`src/hw/rtl/bls_pkg.sv`:
```
// bls_pkg: shared types and constants for the line stepper.
// No dependencies.
package bls_pkg;

  localparam int COORD_BITS_DEF = 12;
  localparam int COLOR_W        = 24;
  localparam int ORIGIN_W       = 10;
  localparam int APB_ADDR_W     = 3;
  localparam int APB_DATA_W     = 32;

  localparam logic [ORIGIN_W-1:0] ORIGIN_X_RST = ORIGIN_W'(100);
  localparam logic [ORIGIN_W-1:0] ORIGIN_Y_RST = ORIGIN_W'(200);
  localparam logic [COLOR_W-1:0]  COLOR_WHITE  = 24'hffffff;

  typedef enum logic {
    ACT_START = 1'b0,
    ACT_STEP  = 1'b1
  } bls_action_t;

  typedef enum logic {
    REG_ORIGIN_X = 1'b0,
    REG_ORIGIN_Y = 1'b1
  } bls_reg_t;

  // line control flags kept between pixels
  typedef struct packed {
    logic x_neg;
    logic y_neg;
    logic y_major;
    logic drawing;
  } bls_flags_t;

endpackage

```
`src/hw/rtl/bls_step.sv`:
```
// bls_step: single-pass next-state and pixel logic of the line stepper.
// Depends on bls_pkg.
module bls_step import bls_pkg::*; #(
  parameter int CB = COORD_BITS_DEF
) (
  input  logic                act_start,
  input  logic [CB-1:0]       sx,
  input  logic [CB-1:0]       sy,
  input  logic [CB-1:0]       ex,
  input  logic [CB-1:0]       ey,
  input  logic [COLOR_W-1:0]  color_in,
  input  logic [ORIGIN_W-1:0] origin_x,
  input  logic [ORIGIN_W-1:0] origin_y,
  input  logic [CB-1:0]       cur_x,
  input  logic [CB-1:0]       cur_y,
  input  logic [CB-1:0]       major_end,
  input  logic [CB-1:0]       abs_dx,
  input  logic [CB-1:0]       abs_dy,
  input  logic [CB:0]         error_acc,
  input  logic [COLOR_W-1:0]  line_color,
  input  bls_flags_t          flags,
  output logic [CB-1:0]       cur_x_next,
  output logic [CB-1:0]       cur_y_next,
  output logic [CB-1:0]       major_end_next,
  output logic [CB-1:0]       abs_dx_next,
  output logic [CB-1:0]       abs_dy_next,
  output logic [CB:0]         error_acc_next,
  output logic [COLOR_W-1:0]  line_color_next,
  output bls_flags_t          flags_next,
  output logic                emit,
  output logic [CB:0]         pix_x,
  output logic [CB:0]         pix_y,
  output logic                pix_last
);

  localparam int SW = ((CB + 1) > (ORIGIN_W + 1)) ? (CB + 1) : (ORIGIN_W + 1);

  // start path
  logic [CB:0]   dx, dy, dx_mag, dy_mag;
  logic [CB-1:0] s_adx, s_ady;
  logic          s_ymaj, s_last;

  // step path
  logic [CB-1:0] major, minor, x_adv, y_adv, step_x, step_y;
  logic [CB+1:0] err_sum, err_diff;
  logic [CB:0]   err_step;
  logic          minor_step, step_last;

  logic [SW-1:0] px_sum, py_sum;

  assign dx     = {ex[CB-1], ex} - {sx[CB-1], sx};
  assign dy     = {ey[CB-1], ey} - {sy[CB-1], sy};
  assign dx_mag = dx[CB] ? (~dx + 1'b1) : dx;
  assign dy_mag = dy[CB] ? (~dy + 1'b1) : dy;
  assign s_adx  = dx_mag[CB-1:0];
  assign s_ady  = dy_mag[CB-1:0];
  assign s_ymaj = s_ady > s_adx;
  assign s_last = s_ymaj ? (sy == ey) : (sx == ex);

  assign major      = flags.y_major ? abs_dy : abs_dx;
  assign minor      = flags.y_major ? abs_dx : abs_dy;
  assign err_sum    = {1'b0, error_acc} + {2'b00, minor};
  assign err_diff   = err_sum - {2'b00, major};
  assign minor_step = err_sum >= {2'b00, major};
  assign err_step   = minor_step ? err_diff[CB:0] : err_sum[CB:0];
  assign x_adv      = flags.x_neg ? (cur_x - 1'b1) : (cur_x + 1'b1);
  assign y_adv      = flags.y_neg ? (cur_y - 1'b1) : (cur_y + 1'b1);
  assign step_x     = (!flags.y_major || minor_step) ? x_adv : cur_x;
  assign step_y     = (flags.y_major || minor_step) ? y_adv : cur_y;
  assign step_last  = flags.y_major ? (step_y == major_end) : (step_x == major_end);

  always_comb begin
    cur_x_next      = cur_x;
    cur_y_next      = cur_y;
    major_end_next  = major_end;
    abs_dx_next     = abs_dx;
    abs_dy_next     = abs_dy;
    error_acc_next  = error_acc;
    line_color_next = line_color;
    flags_next      = flags;
    emit            = 1'b0;
    pix_last        = 1'b0;
    if (act_start) begin
      cur_x_next         = sx;
      cur_y_next         = sy;
      abs_dx_next        = s_adx;
      abs_dy_next        = s_ady;
      error_acc_next     = '0;
      major_end_next     = s_ymaj ? ey : ex;
      line_color_next    = (color_in == '0) ? COLOR_WHITE : color_in;
      flags_next.x_neg   = dx[CB];
      flags_next.y_neg   = dy[CB];
      flags_next.y_major = s_ymaj;
      flags_next.drawing = !s_last;
      emit               = 1'b1;
      pix_last           = s_last;
    end else if (flags.drawing) begin
      cur_x_next         = step_x;
      cur_y_next         = step_y;
      error_acc_next     = err_step;
      flags_next.drawing = !step_last;
      emit               = 1'b1;
      pix_last           = step_last;
    end
  end

  // screen offset; wraps to the pixel width
  assign px_sum = {{(SW-CB){cur_x_next[CB-1]}}, cur_x_next} + {{(SW-ORIGIN_W){1'b0}}, origin_x};
  assign py_sum = {{(SW-CB){cur_y_next[CB-1]}}, cur_y_next} + {{(SW-ORIGIN_W){1'b0}}, origin_y};
  assign pix_x  = px_sum[CB:0];
  assign pix_y  = py_sum[CB:0];

endmodule

```
`src/hw/rtl/bls_rbuf.sv`:
```
// bls_rbuf: two-entry result buffer between the step logic and the output.
// Depends on bls_pkg.
module bls_rbuf import bls_pkg::*; #(
  parameter int W = 2 * (COORD_BITS_DEF + 1) + COLOR_W + 1
) (
  input  logic         clk,
  input  logic         rst,
  input  logic         push,
  input  logic [W-1:0] din,
  output logic         full,
  output logic         dout_valid,
  input  logic         dout_ready,
  output logic [W-1:0] dout
);

  logic [W-1:0] mem [2];
  logic         wr_ptr, rd_ptr;
  logic [1:0]   count;
  logic         pop;

  assign pop        = dout_valid && dout_ready;
  assign dout_valid = (count != 2'd0);
  assign full       = (count == 2'd2);
  assign dout       = mem[rd_ptr];

  always_ff @(posedge clk) begin
    if (push) begin
      mem[wr_ptr] <= din;
    end
  end

  always_ff @(posedge clk) begin
    if (rst) begin
      wr_ptr <= 1'b0;
      rd_ptr <= 1'b0;
      count  <= 2'd0;
    end else begin
      if (push) begin
        wr_ptr <= ~wr_ptr;
      end
      if (pop) begin
        rd_ptr <= ~rd_ptr;
      end
      unique case ({push, pop})
        2'b10:   count <= count + 2'd1;
        2'b01:   count <= count - 2'd1;
        default: count <= count;
      endcase
    end
  end

endmodule

```
`src/hw/rtl/bresenham_line_stepper.sv`:
```
// bresenham_line_stepper: an accepted request passes through the input register,
// then the step logic into the result buffer, which drives the result channel.
// Throughput: one request per cycle while the result buffer has a free slot; the
// limit is the line state update (error add, compare, coordinate step) each request depends on.
// Synchronous active-high reset: idle, line state zero, origin_x=100, origin_y=200.
module bresenham_line_stepper import bls_pkg::*; #(
  parameter int COORD_BITS = COORD_BITS_DEF
) (
  input  logic                         clk,
  input  logic                         rst,
  // request channel
  input  logic                         in_valid,
  output logic                         in_ready,
  input  logic                         action,
  input  logic signed [COORD_BITS-1:0] start_x,
  input  logic signed [COORD_BITS-1:0] start_y,
  input  logic signed [COORD_BITS-1:0] end_x,
  input  logic signed [COORD_BITS-1:0] end_y,
  input  logic        [COLOR_W-1:0]    pixel_color,
  // result channel
  output logic                         out_valid,
  input  logic                         out_ready,
  output logic signed [COORD_BITS:0]   pixel_x,
  output logic signed [COORD_BITS:0]   pixel_y,
  output logic        [COLOR_W-1:0]    out_color,
  output logic                         last,
  // configuration (APB-style)
  input  logic                         psel,
  input  logic                         penable,
  input  logic                         pwrite,
  input  logic [APB_ADDR_W-1:0]        paddr,
  input  logic [APB_DATA_W-1:0]        pwdata,
  output logic [APB_DATA_W-1:0]        prdata,
  output logic                         pready
);

  localparam int CB = COORD_BITS;
  localparam int RW = 2 * (CB + 1) + COLOR_W + 1;

  // ---------------------------------------------------------------------------
  // Configuration registers: origin offsets, word addressed by paddr[2].
  // ---------------------------------------------------------------------------
  logic [ORIGIN_W-1:0] origin_x, origin_y;
  logic                cfg_wr;
  bls_reg_t            cfg_sel;

  assign pready  = 1'b1;
  assign cfg_sel = bls_reg_t'(paddr[2]);
  assign cfg_wr  = psel && penable && pwrite && pready;

  always_ff @(posedge clk) begin
    if (rst) begin
      origin_x <= ORIGIN_X_RST;
      origin_y <= ORIGIN_Y_RST;
    end else if (cfg_wr) begin
      unique case (cfg_sel)
        REG_ORIGIN_X: origin_x <= pwdata[ORIGIN_W-1:0];
        REG_ORIGIN_Y: origin_y <= pwdata[ORIGIN_W-1:0];
        default:      origin_x <= origin_x;
      endcase
    end
  end

  always_comb begin
    unique case (cfg_sel)
      REG_ORIGIN_X: prdata = {{(APB_DATA_W-ORIGIN_W){1'b0}}, origin_x};
      REG_ORIGIN_Y: prdata = {{(APB_DATA_W-ORIGIN_W){1'b0}}, origin_y};
      default:      prdata = '0;
    endcase
  end

  // ---------------------------------------------------------------------------
  // Input register. A held request advances into the step logic whenever the
  // result buffer has a free slot; ready depends on registers only.
  // ---------------------------------------------------------------------------
  logic                inq_valid;
  bls_action_t         inq_action;
  logic [CB-1:0]       inq_sx, inq_sy, inq_ex, inq_ey;
  logic [COLOR_W-1:0]  inq_color;
  logic                rb_full, adv;

  assign adv      = inq_valid && !rb_full;
  assign in_ready = !inq_valid || adv;

  always_ff @(posedge clk) begin
    if (rst) begin
      inq_valid <= 1'b0;
    end else if (in_ready) begin
      inq_valid <= in_valid;
    end
  end

  always_ff @(posedge clk) begin
    if (in_ready && in_valid) begin
      inq_action <= bls_action_t'(action);
      inq_sx     <= start_x;
      inq_sy     <= start_y;
      inq_ex     <= end_x;
      inq_ey     <= end_y;
      inq_color  <= pixel_color;
    end
  end

  // ---------------------------------------------------------------------------
  // Line state, updated once per advanced request.
  // ---------------------------------------------------------------------------
  logic [CB-1:0]      cur_x, cur_y, major_end, abs_dx, abs_dy;
  logic [CB:0]        error_acc;
  logic [COLOR_W-1:0] line_color;
  bls_flags_t         flags;

  logic [CB-1:0]      cur_x_next, cur_y_next, major_end_next, abs_dx_next, abs_dy_next;
  logic [CB:0]        error_acc_next;
  logic [COLOR_W-1:0] line_color_next;
  bls_flags_t         flags_next;
  logic               emit, pix_last;
  logic [CB:0]        pix_x, pix_y;

  bls_step #(
    .CB (CB)
  ) u_step (
    .act_start       (inq_action == ACT_START),
    .sx              (inq_sx),
    .sy              (inq_sy),
    .ex              (inq_ex),
    .ey              (inq_ey),
    .color_in        (inq_color),
    .origin_x        (origin_x),
    .origin_y        (origin_y),
    .cur_x           (cur_x),
    .cur_y           (cur_y),
    .major_end       (major_end),
    .abs_dx          (abs_dx),
    .abs_dy          (abs_dy),
    .error_acc       (error_acc),
    .line_color      (line_color),
    .flags           (flags),
    .cur_x_next      (cur_x_next),
    .cur_y_next      (cur_y_next),
    .major_end_next  (major_end_next),
    .abs_dx_next     (abs_dx_next),
    .abs_dy_next     (abs_dy_next),
    .error_acc_next  (error_acc_next),
    .line_color_next (line_color_next),
    .flags_next      (flags_next),
    .emit            (emit),
    .pix_x           (pix_x),
    .pix_y           (pix_y),
    .pix_last        (pix_last)
  );

  always_ff @(posedge clk) begin
    if (rst) begin
      cur_x      <= '0;
      cur_y      <= '0;
      major_end  <= '0;
      abs_dx     <= '0;
      abs_dy     <= '0;
      error_acc  <= '0;
      line_color <= '0;
      flags      <= '0;
    end else if (adv) begin
      cur_x      <= cur_x_next;
      cur_y      <= cur_y_next;
      major_end  <= major_end_next;
      abs_dx     <= abs_dx_next;
      abs_dy     <= abs_dy_next;
      error_acc  <= error_acc_next;
      line_color <= line_color_next;
      flags      <= flags_next;
    end
  end

  // ---------------------------------------------------------------------------
  // Result buffer: a step while idle advances but pushes nothing.
  // ---------------------------------------------------------------------------
  logic [RW-1:0] rb_din, rb_dout;

  assign rb_din = {pix_x, pix_y, line_color_next, pix_last};

  bls_rbuf #(
    .W (RW)
  ) u_rbuf (
    .clk        (clk),
    .rst        (rst),
    .push       (adv && emit),
    .din        (rb_din),
    .full       (rb_full),
    .dout_valid (out_valid),
    .dout_ready (out_ready),
    .dout       (rb_dout)
  );

  assign pixel_x   = rb_dout[RW-1 -: (CB+1)];
  assign pixel_y   = rb_dout[RW-CB-2 -: (CB+1)];
  assign out_color = rb_dout[COLOR_W:1];
  assign last      = rb_dout[0];

endmodule
```
`config.mk`:
```
export PLATFORM = sky130hd
export DESIGN_NAME = bresenham_line_stepper
export DESIGN_NICKNAME = d
export VERILOG_FILES = /design/src/hw/rtl/bls_pkg.sv /design/src/hw/rtl/bls_step.sv /design/src/hw/rtl/bls_rbuf.sv /design/src/hw/rtl/bresenham_line_stepper.sv
export SDC_FILE = /design/constraint.sdc
export NUM_CORES = 1
export LEC_CHECK = 0
export CAP_MARGIN = 25
export CORE_ASPECT_RATIO = 0.75
export CORE_MARGIN = 2
export CORE_UTILIZATION = 58
export DETAILED_ROUTE_END_ITERATION = 16
export DONT_BUFFER_PORTS = 1
export GPL_ROUTABILITY_DRIVEN = 0
export GPL_TIMING_DRIVEN = 1
export HOLD_SLACK_MARGIN = 0.06
export MAX_ROUTING_LAYER = met4
export PLACE_DENSITY = 0.74
export SYNTH_ARGS = -nofsm -noshare
export SYNTH_HDL_FRONTEND = slang
export SYNTH_SLANG_ARGS = --single-unit
```
`constraint.sdc`:
```
create_clock -name clk -period 7.8 [get_ports clk]
set_input_delay 0 -clock clk [delete_from_list [all_inputs] [get_ports clk]]
set_output_delay 0 -clock clk [all_outputs]
set_load 0.02 [all_outputs]
```
==> impl_results.md <==
* Status: complete, no violations
* Clock tree from TritonCTS: yes
* Clock sink count at 302
* Yosys top cell by area: edfxtp_1
* Die Outline Area at between 30000 and 40000 um^2
* Port Buf Inserts at 0
* Clock input transition at the sequential cells of the worst setup and hold paths at 0.07 ns
* Post-synth ARST share at 0%
* DR DRC count at 0
* Startpoint class of the critical path: flip-flop
* Wire length of the first global-routing pass at 70.4 mm
* Power density of the placed cells at 235 nW/um^2
* First DRT Iteration DRCs at 1372
* Final setup margin at 0.622 ns
* Peak fanout along the critical path at 11
* Mux contribution to synthesized area at 8.17%
* Initial antenna violation count at 0
* Predominant post-synthesis flop cell: edfxtp_1
* Critical path endpoint category: flip-flop
* Post-route fraction of the period consumed by the critical path at between 90 and 100%
* Post-Synth XOR/XNOR Area at 5.72%
* Antenna viol nets, final at 0
* Class of the most critical hold timing path: input port to flip-flop
* Mean instance size in the synthesized netlist at about 10 um^2
* Number of maximum-capacitance constraint violations at 0
* Level count of the clock H-tree at 1
* Number of enable-type register cells in the synthesized netlist at 175
* Worst Setup Path Type: flip-flop to flip-flop
* CP most frequent cell: a21oi_1
* Height of the die at 153 um
* Total negative slack for setup checks at 0 ns
* Max Freq at 139 MHz
* Reported leakage power at about 8.0 nW
* Detailed-route vias per instance at 6.12
* Number of global-route vias before repair at between 10k and 15k
* Shortest clock period the worst path allows after layout at between 7 and 8 ns
* Post-Route WL at 45.9 mm
* Number of top-level pins at between 200 and 250
* Largest family of logic cells by synthesized area: compound AO/OA/AOI/OAI gates
* Setup-violating endpoint count in the final report at 0
* Number of buffers created by CTS at 30
* Total iterations of the first detailed-routing run at 6
* Setup repair after global routing missed its margin: false
* Count of buffer and inverter cells on the critical path at 0
* Post-detail-place hpwl at 30.2 mm
* Distinct cell type count after synthesis at 74
* Flip-flop and latch count after synthesis at approximately 300
* Area fraction in compound gates after synthesis at 17.4%
* Fraction of layout instances using a drive strength above 1 at 10.5%
* Peak supply drop at 0.231 mV
* Cell row count at 54
* Worst Skew at ~0.030 ns
* Largest net degree at the start of global routing at 78
* Cell class contributing the biggest share of worst-path delay: compound AO/OA/AOI/OAI gates
* Share of the synthesized area in the top cell type at 30.7%
* Number of nets in the layout at between 2k and 2.5k
* Number of buffers inserted by post-CTS setup repair at 0
* Sequential area share after synthesis at 45.6%
* Worst EP arrival at 7.51 ns
* Count of pins over their slew limit at 0
* Initial standard-cell utilization of the core at a little under 60%
* Area delta synth->final at 18.4%
* Core ar. at 29100 um^2
* Synthesized-area fraction occupied by and/or/nand/nor cells at 10.4%
* Source-to-sink clock delay at the later pin of the worst-skew pair at approximately 0.6 ns
* Synth Area in Adders at 8.47%
* Crit path max-delay cell type: dfxtp_1
* Longest individual stage delay on the worst path at 0.63 ns
* Slew @ Worst Pin at 1.02 ns
* Cell Area, Synth at 17100 um^2
* Post-Place Setup Slack at 0.710 ns
* Number of diodes at 0
* Number of cells produced by synthesis at 1643
* Buffers from clock root to sink, at most at 3
* Required time of the critical path at slightly above 8 ns
* Chip Width at 202 um
* Number of warning messages in the yosys log at 0
* Hold Violations, Final at 0
* Total gr overflow at 0
* Overall Global Routing Usage at 29.9%
* Post-DR wirelength/cell at 20.8 um
* Top area cells in the synthesized netlist: edfxtp_1 31%, dfxtp_1 15%, ha_1 7.5%
* Worst slew slack as a fraction of its limit at approximately a third
* Vias post-DR at roughly 14k
* Clock Tree Root: clkbuf_16
==> stage by stage <==
| stage | power (mW) | hold WS (ns) | instances | util, % | cell area (um^2) |
|---|---|---|---|---|---|
| after detailed placement | 3.14 | 0.0761 | 1975 | 59.8 | 17400 |
| after CTS | 4.74 | 0.0614 | 2207 | 69.5 | 20200 |
| after global placement | 3.12 | 0.0755 | 1975 | 59.8 | 17400 |
| final | 4.76 | 0.0839 | 2212 | 69.8 | 20300 |
| after global routing | 4.96 | 0.0644 | 2212 | 69.8 | 20300 |
| after floorplan | 2.89 | 0.0989 | 1664 | - | 17200 |
==> cells in the mapped netlist (all sizes together) (4+ instances only) <==
library cell  instances
a2111oi               4
a211oi               32
a21boi                6
a21o                 35
a21oi               125
a221oi                4
a22oi                 4
a2bb2oi              11
a311oi                4
a31o                  4
a31oi                12
and2                 11
and3                 14
buf                  38
clkbuf               58
dfxtp               127
edfxtp              175
fa                    8
ha                  103
inv                  70
mux2                 77
mux2i                53
nand2                98
nand2b               16
nand3                23
nand4                20
nor2                140
nor2b                 7
nor3                 28
nor4                 10
o211ai                7
o21a                 14
o21ai                70
o21bai                6
o221a                26
o22a                 25
o22ai                20
o31ai                 8
or3                   6
xnor2                63
xor2                 41
==> final timing paths <==
| kind | slack [ns] | from | depth (start not counted) | to |
|---|---|---|---|---|
| min | 0.08 | start_y[0] | 1 | inq_sy[0] |
| max reg2reg | 0.62 | flags[1] | 28 | u_rbuf.mem[0][36] |
| min reg2reg | 0.47 | abs_dy[2] | 2 | abs_dy[2] |
| max | 0.62 | flags[1] | 28 | u_rbuf.mem[0][36] |
==> cells by family after synthesis <==
logic type / Yosys count
buf+inv: 168
compound gates: 437
fa+ha+maj: 111
other cells: 2
mux: 130
xor+xnor: 107
flops: 302
simple gates: 386
==> final cells by class <==
type | count | area, um^2
multi-input combinational | 1194 | 8710
clock buffer | 38 | 801
sequential | 302 | 7800
inverter | 72 | 270
tap | 392 | 490
fill | 2089 | 8780
timing repair buffer | 196 | 1960
clock inverter | 18 | 245
==> flip-flops by register name, summed over array words and instances, names as in the netlist, named ones only <==
register       count
u_rbuf.rd_ptr      1
inq_sy            12
flags              4
abs_dy            12
inq_ex            12
cur_x             12
origin_y          10
abs_dx            12
origin_x          10
line_color        24
u_rbuf.wr_ptr      1
u_rbuf.mem       102
inq_ey            12
major_end         12
inq_valid          1
error_acc         13
u_rbuf.count       2
inq_sx            12
inq_color         24
cur_y             12
inq_action         1
==> worst reg2reg max path: cells and delay by family (launching register included) <==
family | cells | cell delay [ns]
AND/OR/NAND/NOR | 7 | 0.99
XOR/XNOR | 2 | 0.31
AO/OA/AOI/OAI | 13 | 3.01
adder cells (fa/ha/maj) | 4 | 1.36
flip-flops | 1 | 0.63
multiplexers | 2 | 0.64
==> routing by layer <==
metal | track usage [%] | vias to the layer above | wire, um
li1 | - | 6382 | -
met1 | 42.7 | 6480 | 20900
met2 | 45.2 | 603 | 20300
met3 | 4.66 | 68 | 3890
met4 | 6.01 | 0 | 845
met5 | - | - | 0
==> report_power, final <==
group	internal (mW)	switching, mW
Sequential	1.80	0.0768
Combinational	0.566	0.786
Clock	0.873	0.661
==> cells in the final DEF (no fill, tap or decap), types with 53 or more instances in the layout <==
master | synthesis | routed
edfxtp_1 | 175 | 175
dfxtp_1 | 127 | 126
xnor2_1 | 63 | 63
a21oi_1 | 123 | 123
ha_1 | 103 | 103
inv_1 | 70 | 70
dlygate4sd3_1 | 0 | 178
mux2i_1 | 53 | 53
o21ai_0 | 68 | 68
nor2_1 | 140 | 137
mux2_2 | 77 | 77
nand2_1 | 98 | 98
==> what timing repair did <==
item                                   in CTS  in global routing
hold buffers                              176                  3
endpoints found under the hold margin     167                 33
gates resized for setup                     0                  0
No activity file was read; power rests on OpenSTA's default activity.
